## config.mk

```make
export PLATFORM = sky130hd
export DESIGN_NAME = lfu_cache_table_flat
export DESIGN_NICKNAME = d
export VERILOG_FILES = /design/src/rtl/lfu_pkg.sv /design/src/rtl/lfu_req_if.sv /design/src/rtl/lfu_rsp_if.sv /design/src/rtl/lfu_cfg_if.sv /design/src/rtl/lfu_cache_table.sv /design/src/flat_wrapper.sv
export SDC_FILE = /design/constraint.sdc
export NUM_CORES = 2
export LEC_CHECK = 0
export ABC_AREA = 1
export BUFFER_PORTS_ARGS = -buffer_cell sky130_fd_sc_hd__buf_4
export CAP_MARGIN = 20
export CELL_PAD_IN_SITES_DETAIL_PLACEMENT = 0
export CELL_PAD_IN_SITES_GLOBAL_PLACEMENT = 2
export CORE_MARGIN = 2
export CORE_UTILIZATION = 30
export DETAILED_ROUTE_END_ITERATION = 10
export PLACE_DENSITY_LB_ADDON = 0.08
export SLEW_MARGIN = 10
export SYNTH_ARGS = -nofsm -noshare
export SYNTH_HDL_FRONTEND = slang
export SYNTH_SLANG_ARGS = --single-unit
```

## constraint.sdc

```tcl
create_clock -name clk -period 9.8 [get_ports clk]
set_input_delay 0.49 -clock clk [delete_from_list [all_inputs] [get_ports clk]]
set_output_delay 0.49 -clock clk [all_outputs]
set_load 0.1 [all_outputs]
```

## src/rtl/lfu_pkg.sv

```systemverilog
package lfu_pkg;

  localparam int ENTRIES = 16;
  localparam int IDX_W   = (ENTRIES > 1) ? $clog2(ENTRIES) : 1;
  localparam int USED_W  = $clog2(ENTRIES + 1);
  localparam int RANK_W  = IDX_W;
  localparam int CAP_W   = 5;
  localparam int KEY_W   = 32;
  localparam int VAL_W   = 32;
  localparam int CNT_W   = 16;

  localparam logic [CAP_W-1:0] CAP_RESET = CAP_W'(16);
  localparam logic [CNT_W-1:0] COUNT_MAX = '1;

  typedef enum logic {
    OP_GET = 1'b0,
    OP_PUT = 1'b1
  } op_t;

  typedef struct packed {
    logic [KEY_W-1:0]  key;
    logic [VAL_W-1:0]  data;
    logic [CNT_W-1:0]  count;
    logic [RANK_W-1:0] rank;
  } entry_t;

endpackage

```

## src/rtl/lfu_req_if.sv

```systemverilog
interface lfu_req_if;
  import lfu_pkg::*;

  logic                    valid;
  logic                    ready;
  op_t                     operation;
  logic signed [KEY_W-1:0] lookup_key;
  logic signed [VAL_W-1:0] write_value;

  modport source (output valid, output operation, output lookup_key, output write_value,
                  input ready);
  modport sink (input valid, input operation, input lookup_key, input write_value,
                output ready);
endinterface

```

## src/rtl/lfu_rsp_if.sv

```systemverilog
interface lfu_rsp_if;
  import lfu_pkg::*;

  logic                    valid;
  logic                    ready;
  logic                    hit;
  logic signed [VAL_W-1:0] read_value;

  modport source (output valid, output hit, output read_value, input ready);
  modport sink (input valid, input hit, input read_value, output ready);
endinterface

```

## src/rtl/lfu_cfg_if.sv

```systemverilog
interface lfu_cfg_if;
  import lfu_pkg::*;

  logic             valid;
  logic             ready;
  logic [CAP_W-1:0] data;

  modport source (output valid, output data, input ready);
  modport sink (input valid, input data, output ready);
endinterface

```

## src/rtl/lfu_cache_table.sv

```systemverilog
// Key/value cache with least-frequently-used replacement and least-recently-used
// tie-break. One request transaction gives exactly one response transaction. Entries
// live in a single-port-read, single-port-write memory; every request makes one pass
// over the memory that finds the key, the victim and the first free slot, and a second
// read-modify-write pass then updates use counts and recency ranks. A get miss, or a
// put while the capacity is zero, skips the second pass. The capacity register is
// always ready.
module lfu_cache_table (
  input  logic       clk,
  input  logic       rst,
  lfu_req_if.sink    req,
  lfu_rsp_if.source  rsp,
  lfu_cfg_if.sink    cfg
);
  import lfu_pkg::*;

  localparam int CMP_W = (USED_W > CAP_W) ? USED_W : CAP_W;

  typedef enum logic [5:0] {
    ST_IDLE   = 6'b000001,
    ST_SCAN   = 6'b000010,
    ST_DRAIN  = 6'b000100,
    ST_REPLY  = 6'b001000,
    ST_SWEEP  = 6'b010000,
    ST_SDRAIN = 6'b100000
  } state_t;

  typedef enum logic [2:0] {
    MODE_TOUCH = 3'b001,
    MODE_EVICT = 3'b010,
    MODE_FILL  = 3'b100
  } mode_t;

  state_t state;
  mode_t  mode;

  entry_t mem [ENTRIES];
  entry_t rd_data;
  entry_t wdata;
  logic   mem_we;

  logic [ENTRIES-1:0] slot_valid;
  logic [CAP_W-1:0]   capacity;

  logic [IDX_W-1:0] cnt;
  logic             cnt_last;
  logic             ev_valid;
  logic [IDX_W-1:0] ev_idx;
  logic             ev_slot_valid;
  logic             ev_is_tgt;

  op_t              op_r;
  logic [KEY_W-1:0] key_r;
  logic [VAL_W-1:0] val_r;

  logic              found_ok;
  logic [IDX_W-1:0]  found_idx;
  logic [VAL_W-1:0]  found_data;
  logic [RANK_W-1:0] found_rank;
  logic              vic_ok;
  logic [IDX_W-1:0]  vic_idx;
  logic [CNT_W-1:0]  vic_cnt;
  logic [RANK_W-1:0] vic_rank;
  logic              free_ok;
  logic [IDX_W-1:0]  free_idx;
  logic [USED_W-1:0] used;

  logic [IDX_W-1:0]  tgt_idx;
  logic [RANK_W-1:0] tgt_rank;

  logic             rsp_valid;
  logic             rsp_hit;
  logic [VAL_W-1:0] rsp_value;

  logic [CMP_W-1:0] cap_ext;
  logic [CMP_W-1:0] eff_cap;
  logic             cap_zero;
  logic             full;
  logic             do_touch;
  logic             do_insert;
  logic             evicting;
  logic             act;
  logic             out_free;
  logic             accept;

  assign req.ready      = (state == ST_IDLE);
  assign cfg.ready      = 1'b1;
  assign rsp.valid      = rsp_valid;
  assign rsp.hit        = rsp_hit;
  assign rsp.read_value = rsp_value;

  assign accept   = req.valid && (state == ST_IDLE);
  assign cnt_last = (cnt == IDX_W'(ENTRIES - 1));
  assign out_free = !rsp_valid || rsp.ready;

  assign cap_ext   = CMP_W'(capacity);
  assign eff_cap   = (cap_ext > CMP_W'(ENTRIES)) ? CMP_W'(ENTRIES) : cap_ext;
  assign cap_zero  = (eff_cap == '0);
  assign full      = (CMP_W'(used) >= eff_cap) || !free_ok;
  assign do_touch  = found_ok && ((op_r == OP_GET) || !cap_zero);
  assign evicting  = full;
  assign do_insert = (op_r == OP_PUT) && !cap_zero && !found_ok && (!evicting || vic_ok);
  assign act       = do_touch || do_insert;

  assign ev_slot_valid = slot_valid[ev_idx];
  assign ev_is_tgt     = (ev_idx == tgt_idx);

  always_ff @(posedge clk) begin
    if ((state == ST_SCAN) || (state == ST_SWEEP)) begin
      rd_data <= mem[cnt];
    end
    if (mem_we) begin
      mem[ev_idx] <= wdata;
    end
  end

  always_comb begin
    wdata  = rd_data;
    mem_we = 1'b0;
    if (ev_valid && ((state == ST_SWEEP) || (state == ST_SDRAIN))) begin
      if (ev_is_tgt) begin
        mem_we     = 1'b1;
        wdata.rank = '0;
        unique case (mode)
          MODE_TOUCH: begin
            if (rd_data.count != COUNT_MAX) begin
              wdata.count = rd_data.count + CNT_W'(1);
            end
            if (op_r == OP_PUT) begin
              wdata.data = val_r;
            end
          end
          MODE_EVICT, MODE_FILL: begin
            wdata.key   = key_r;
            wdata.data  = val_r;
            wdata.count = CNT_W'(1);
          end
          default: begin
            mem_we = 1'b0;
          end
        endcase
      end else if (ev_slot_valid) begin
        mem_we = 1'b1;
        unique case (mode)
          MODE_TOUCH: begin
            if (rd_data.rank < tgt_rank) begin
              wdata.rank = rd_data.rank + RANK_W'(1);
            end
          end
          MODE_EVICT: begin
            if (rd_data.rank <= tgt_rank) begin
              wdata.rank = rd_data.rank + RANK_W'(1);
            end
          end
          MODE_FILL: begin
            wdata.rank = rd_data.rank + RANK_W'(1);
          end
          default: begin
            mem_we = 1'b0;
          end
        endcase
      end
    end
  end

  always_ff @(posedge clk) begin
    if (rst) begin
      capacity <= CAP_RESET;
    end else if (cfg.valid) begin
      capacity <= cfg.data;
    end
  end

  always_ff @(posedge clk) begin
    if (rst) begin
      state      <= ST_IDLE;
      ev_valid   <= 1'b0;
      slot_valid <= '0;
      rsp_valid  <= 1'b0;
    end else begin
      ev_valid <= (state == ST_SCAN) || (state == ST_SWEEP);
      if (mem_we && ev_is_tgt) begin
        slot_valid[ev_idx] <= 1'b1;
      end
      if ((state == ST_REPLY) && out_free) begin
        rsp_valid <= 1'b1;
      end else if (rsp.ready) begin
        rsp_valid <= 1'b0;
      end
      unique case (state)
        ST_IDLE: begin
          if (accept) begin
            state <= ST_SCAN;
          end
        end
        ST_SCAN: begin
          if (cnt_last) begin
            state <= ST_DRAIN;
          end
        end
        ST_DRAIN: begin
          state <= ST_REPLY;
        end
        ST_REPLY: begin
          if (out_free) begin
            state <= act ? ST_SWEEP : ST_IDLE;
          end
        end
        ST_SWEEP: begin
          if (cnt_last) begin
            state <= ST_SDRAIN;
          end
        end
        ST_SDRAIN: begin
          state <= ST_IDLE;
        end
        default: begin
          state <= ST_IDLE;
        end
      endcase
    end
  end

  always_ff @(posedge clk) begin
    ev_idx <= cnt;
    if ((state == ST_SCAN) || (state == ST_SWEEP)) begin
      cnt <= cnt + IDX_W'(1);
    end else begin
      cnt <= '0;
    end

    if (accept) begin
      op_r     <= req.operation;
      key_r    <= req.lookup_key;
      val_r    <= req.write_value;
      found_ok <= 1'b0;
      vic_ok   <= 1'b0;
      free_ok  <= 1'b0;
      used     <= '0;
    end else if (ev_valid && ((state == ST_SCAN) || (state == ST_DRAIN))) begin
      if (ev_slot_valid) begin
        used <= used + USED_W'(1);
        if (!found_ok && (rd_data.key == key_r)) begin
          found_ok   <= 1'b1;
          found_idx  <= ev_idx;
          found_data <= rd_data.data;
          found_rank <= rd_data.rank;
        end
        if (!vic_ok || (rd_data.count < vic_cnt) ||
            ((rd_data.count == vic_cnt) && (rd_data.rank > vic_rank))) begin
          vic_ok   <= 1'b1;
          vic_idx  <= ev_idx;
          vic_cnt  <= rd_data.count;
          vic_rank <= rd_data.rank;
        end
      end else if (!free_ok) begin
        free_ok  <= 1'b1;
        free_idx <= ev_idx;
      end
    end

    if ((state == ST_REPLY) && out_free) begin
      rsp_hit   <= found_ok;
      rsp_value <= ((op_r == OP_GET) && found_ok) ? found_data : '0;
      if (do_touch) begin
        mode     <= MODE_TOUCH;
        tgt_idx  <= found_idx;
        tgt_rank <= found_rank;
      end else if (evicting) begin
        mode     <= MODE_EVICT;
        tgt_idx  <= vic_idx;
        tgt_rank <= vic_rank;
      end else begin
        mode     <= MODE_FILL;
        tgt_idx  <= free_idx;
        tgt_rank <= '0;
      end
    end
  end

`ifndef ASSERT_OFF
  a_write_in_sweep: assert property (@(posedge clk) disable iff (rst)
    mem_we |-> ((state == ST_SWEEP) || (state == ST_SDRAIN)))
    else $error("memory written outside the update pass");

  a_rsp_from_reply: assert property (@(posedge clk) disable iff (rst)
    $rose(rsp_valid) |-> $past(state == ST_REPLY))
    else $error("response raised outside the reply state");

  a_accept_starts_scan: assert property (@(posedge clk) disable iff (rst)
    accept |=> (state == ST_SCAN) && (cnt == '0))
    else $error("accepted transaction did not start a scan");

  a_one_insert: assert property (@(posedge clk) disable iff (rst)
    1'b1 |=> ($countones(slot_valid) <= $past($countones(slot_valid)) + 1))
    else $error("more than one slot became valid at once");

  a_reply_free: assert property (@(posedge clk) disable iff (rst)
    (state == ST_REPLY) && !act && out_free |=> (state == ST_IDLE))
    else $error("request without update did not return to idle");
`endif

endmodule

```

## src/flat_wrapper.sv

```systemverilog
// flat-port wrapper written by rule: the top's interface ports become plain ports
module lfu_cache_table_flat import lfu_pkg::*;
  (clk, rst, req_valid, req_operation, req_lookup_key, req_write_value, req_ready, rsp_valid, rsp_hit, rsp_read_value, rsp_ready, cfg_valid, cfg_data, cfg_ready);
  lfu_req_if req_i ();
  lfu_rsp_if rsp_i ();
  lfu_cfg_if cfg_i ();
  input  logic clk;
  input  logic rst;
  input wire logic [$bits(req_i.valid)-1:0] req_valid;
  input wire logic [$bits(req_i.operation)-1:0] req_operation;
  input wire logic [$bits(req_i.lookup_key)-1:0] req_lookup_key;
  input wire logic [$bits(req_i.write_value)-1:0] req_write_value;
  output wire logic [$bits(req_i.ready)-1:0] req_ready;
  output wire logic [$bits(rsp_i.valid)-1:0] rsp_valid;
  output wire logic [$bits(rsp_i.hit)-1:0] rsp_hit;
  output wire logic [$bits(rsp_i.read_value)-1:0] rsp_read_value;
  input wire logic [$bits(rsp_i.ready)-1:0] rsp_ready;
  input wire logic [$bits(cfg_i.valid)-1:0] cfg_valid;
  input wire logic [$bits(cfg_i.data)-1:0] cfg_data;
  output wire logic [$bits(cfg_i.ready)-1:0] cfg_ready;
  assign req_i.valid = req_valid;
  assign req_i.operation = req_operation;
  assign req_i.lookup_key = req_lookup_key;
  assign req_i.write_value = req_write_value;
  assign req_ready = req_i.ready;
  assign rsp_valid = rsp_i.valid;
  assign rsp_hit = rsp_i.hit;
  assign rsp_read_value = rsp_i.read_value;
  assign rsp_i.ready = rsp_ready;
  assign cfg_i.valid = cfg_valid;
  assign cfg_i.data = cfg_data;
  assign cfg_ready = cfg_i.ready;
  lfu_cache_table u_core (.clk(clk), .rst(rst), .req(req_i), .rsp(rsp_i), .cfg(cfg_i));
endmodule
```

==> results list <==
- Run status: complete, no violations
- The worst-case IR drop observed on VDD is between 150 and 200 µV.
- Dividing the final minimum period by the clock period gives about half.
- Cell internal pwr: 0.01170 W
* Layout cell share with drive strength beyond 1: a little under a tenth
- Data arrives at the worst endpoint at 5.38 ns.
- Dividing the synthesized area by the synthesized cell count gives 12.98 µm².
- Power spread over the standard cell area amounts to between 150 and 200 nW/µm².
- Number of buffers added by the clock tree synthesis step: roughly 190
* Data required time at the worst endpoint: between 10 and 15 ns
* Synthesis warning total: 0
- Per-cell routed wire length: 25.43 µm
- Post-synthesis cell area: ~65,000 µm²
- Maximum level of the CTS H-tree: 4
- Synthesis inferred around 1,700 register bits.
* Number of rows created at floorplan: 170
- Gate count after technology mapping: 4,994
- STA classifies the critical path startpoint as a flop.
* Layout overhead on the synthesized area: 16.54%
- Clock tree synthesis found a total of 1,650 sinks.
- CTS tree: done
- RSZ-0062 raised after global routing: no
* Library cell appearing most often on the critical path: buf_4
- GRT overflow: 0
- Setup-violating endpoint count in the final report: 0
- Cell Area, Placed: 68,870 µm²
- Sw Share: 21.29%
- Fin. Hold Viols: 0
- Via count: approximately 40,000
* Max Transition Viols Final: 0
- In this design, the largest share of critical-path delay is due to buffers and inverters.
- The setup path with the least slack is of type flop to flop.
- The biggest area contributor in the post-synthesis netlist is edfxtp_1.
- Hold EP: u_core.state[0]
* Wire length of the first global-routing pass: 295,800 µm
- Critical-path cell with the highest stage delay: dfxtp_1
- Post-route antenna net violation count: 0
- Entering global routing, the biggest net connects 197 pins.
- Detailed placer's ending HPWL: 90,310 µm
- The initial antenna violation count came to 5.
- The longest clock path from root to sink contains 3 buffers.
- Dividing the detail-routed via count by the number of cells gives 4.966.
- Horizontal die dimension: 468.9 µm
- Buffers added to address setup during post-CTS repair amount to 0.
- The core region is approximately 210,000 µm².
* Maximum clock frequency: 202.6 MHz
- For the worst-skew pair, the clock arrives at the later sink with an insertion delay of 0.82 ns.
* List of most frequent post-synthesis cells: 1,605 x edfxtp_1, 934 x nor2_1, 830 x o21ai_0
- Net switching power figure: 0.003164 W
- Worst relative slew slack: roughly 11%
- In this run, synthesis inferred 1,605 flip-flops with an integrated enable.
- List of cells traversed by the critical path: nand2_1 -> a21oi_2 -> nand2_2 -> nor2_4 -> nor2_2 -> nor3_2 -> buf_4 -> buf_4 -> buf_4
- The worst setup path is captured at a flop.
* Hold Crit Depth: 4
* Combinational group share of total power: under 10%
* Net count after synthesis: ~5,000
- Counting cells, the worst reg-to-reg path comes to 9.
- Once layout is done, the placed cells without fillers occupy 75,560 µm².
- In this run, the clock network consumes 44.9% of the power.
- By instance count, the leading cell after synthesis is edfxtp_1.
- The first routing iteration left around 3,000 violations.
- Total of max-cap violations: 0
- The worst register-to-register path ends at u_core.mem[0][50].
* Share of the yosys chip area belonging to registers: 75.73%
* Worst Setup Slack, final: 4.863 ns
* Highest cell delay on the worst timing path: ~0.89 ns
* Cell at the root of the clock tree: clkbuf_16
- Routability-driven placement finished with a final weighted congestion of slightly above 0.7.
- Yosys attributes the largest share of cell area to edfxtp_1 74%, o21ai_0 6.4%, nor2_1 5.4%.
* Slew of the pin with the lowest slew margin: between 1 and 1.5 ns
* Top FF cell, synth: edfxtp_1
* Drt total wl: 207,200 µm
- Static power due to leakage: around 25 nW
- Path type of the worst min-delay path: input pin to flop
- Die Y-Extent: between 400 and 500 µm
- Port buffering added approximately 110 buffers.
* Total Routing Usage GR: 18.62%
- After clock tree synthesis, the clock-pin slew on the worst setup and hold paths is 0.06 ns.
- Once the floorplan was initialized, standard cells occupied 30.21% of the core.
- The number of global-route vias before repair came to 40,390.
- The critical path contains buffers and inverters numbering 3 combined.
- IO Pins: 111
- The first detailed-routing pass ran for 5 iterations.
- Register-to-register setup slack: 4.86 ns
* Maximum fanout along the worst path: 35
- Hold Startpoint: req_valid
* Number of library cell types mapped by synthesis: 45
- Tmin final: 4.937 ns
- Prior to clock tree synthesis, the placed netlist has a worst setup slack of 4.768 ns.
- The die covers 219,800 µm².
* Overall power consumption: between 0.01 and 0.015 W
- Fraction of power consumed by sequential logic: 52.2%
- For this run, asynchronously set or reset flops after synthesis account for 0%.
- After routing, the total negative slack on setup checks comes to 0 ns.
* Beginning of the worst register-to-register path: u_core.ev_idx[0]
* Residual DRC: 0
- NumNets Final: around 5,300
- After synthesis, the largest area contributor takes up 74.34% of total cell area.
* Setup clock skew after layout: 0.02545 ns
[worst max path at each step]
stage,endpoint,cells after the start,start
6_report,u_core.mem[0][50],9,u_core.ev_idx[0]
3_5_place_dp,u_core.mem[0][45],9,u_core.ev_idx[0]
4_1_cts,u_core.mem[0][74],9,u_core.ev_idx[0]
2_1_floorplan,u_core.mem[10][0],8,u_core.mode[0]
5_1_grt,u_core.mem[0][74],9,u_core.ev_idx[0]
3_3_place_gp,u_core.mem[0][45],9,u_core.ev_idx[0]
[sequential cells by signal, summed over array words and instances, names as in the netlist, 5 cells and up]
signal                 cells
u_core.found_data         32
u_core.used                5
u_core.mem              1344
u_core.cap_ext             5
u_core.rd_data            84
u_core.state               6
u_core.vic_cnt            16
u_core.rsp.read_value     32
u_core.key_r              32
u_core.slot_valid         16
u_core.val_r              32
[layer usage]
| layer | up-vias | part of all wire [%] | track usage (%) |
|---|---|---|---|
| met2 | 702 | 46 | 29.90 |
| met5 | - | 0 | 0 |
| met3 | 219 | 3.6 | 2.547 |
| li1 | 18710 | - | - |
| met1 | 20830 | 48 | 26.76 |
| met4 | 0 | 1.8 | 4.044 |
[cells in the final DEF, fill, tap and decap left out, types with 4 or more instances in the layout]
cell type / n
a21oi_1: 76
a22oi_1: 17
a31oi_1: 13
buf_12: 21
buf_4: 179
bufinv_16: 9
clkbuf_1: 57
clkbuf_16: 192
clkbuf_8: 5
clkinv_1: 40
clkinv_2: 21
dfxtp_1: 41
dfxtp_4: 4
diode_2: 5
dlygate4sd3_1: 78
edfxtp_1: 1605
ha_1: 33
inv_1: 186
inv_2: 5
inv_6: 7
nand2_1: 319
nand2_2: 5
nand3_1: 50
nand4_1: 12
nor2_1: 932
nor2_2: 6
nor2_4: 4
nor3_1: 11
nor3_2: 17
o21ai_0: 825
o21ai_1: 63
o21ai_2: 12
o22ai_1: 405
xnor2_1: 11
xor2_1: 12
[worst min-delay path: stages]
cell	delay, ns
buf_4	0.10
nor2_1	0.04
inv_1	0.07
nand4_1	0.12
[per-stage QoR]
stage	hold WS (ns)	instances	utilization, %
2_1_floorplan	0.3258	4994	-
3_3_place_gp	0.4325	7704	32.08
3_5_place_dp	0.4379	7708	32.09
4_1_cts	0.02118	8121	35.12
5_1_grt	0.05266	8143	35.20
6_report	0.08622	8147	35.20
[timing repair]
item | in CTS | in global routing
resized for setup | 0 | 0
endpoints found under the hold margin | 78 | 0
hold buffers | 78 | 0
[cell type report]
cell class,instances,area (µm²)
inverter,197,772.0
antenna,5,12.51
timing repair buffer,279,2559
multi-input combinational,2843,13830
fill,21030,139100
clock inverter,82,650.6
tap,2838,3551
clock buffer,253,5074
sequential,1650,49110
[cells by family after synthesis]
logic type | after synthesis | share of synthesized area [%]
flip-flops | 1650 | 75.73
AO/OA/AOI/OAI | 1420 | 11.95
AND/OR/NAND/NOR | 1366 | 8.260
buffers and inverters | 501 | 3.109
adder cells (fa/ha/maj) | 33 | 0.6369
XOR/XNOR | 23 | 0.3107
other | 1 | 0.005784
[power by group through the flow]
stage,clock [W],combinational [W],sequential (W)
final,0.00667,0.000428,0.00776
after floorplan,0,0.000249,0.00789
after CTS,0.00689,0.000435,0.00776
after global routing,0.00713,0.000478,0.00776
after global placement,0,0.000409,0.00791
after detailed placement,0,0.000409,0.00791
No activity file was read; power rests on OpenSTA's default activity.
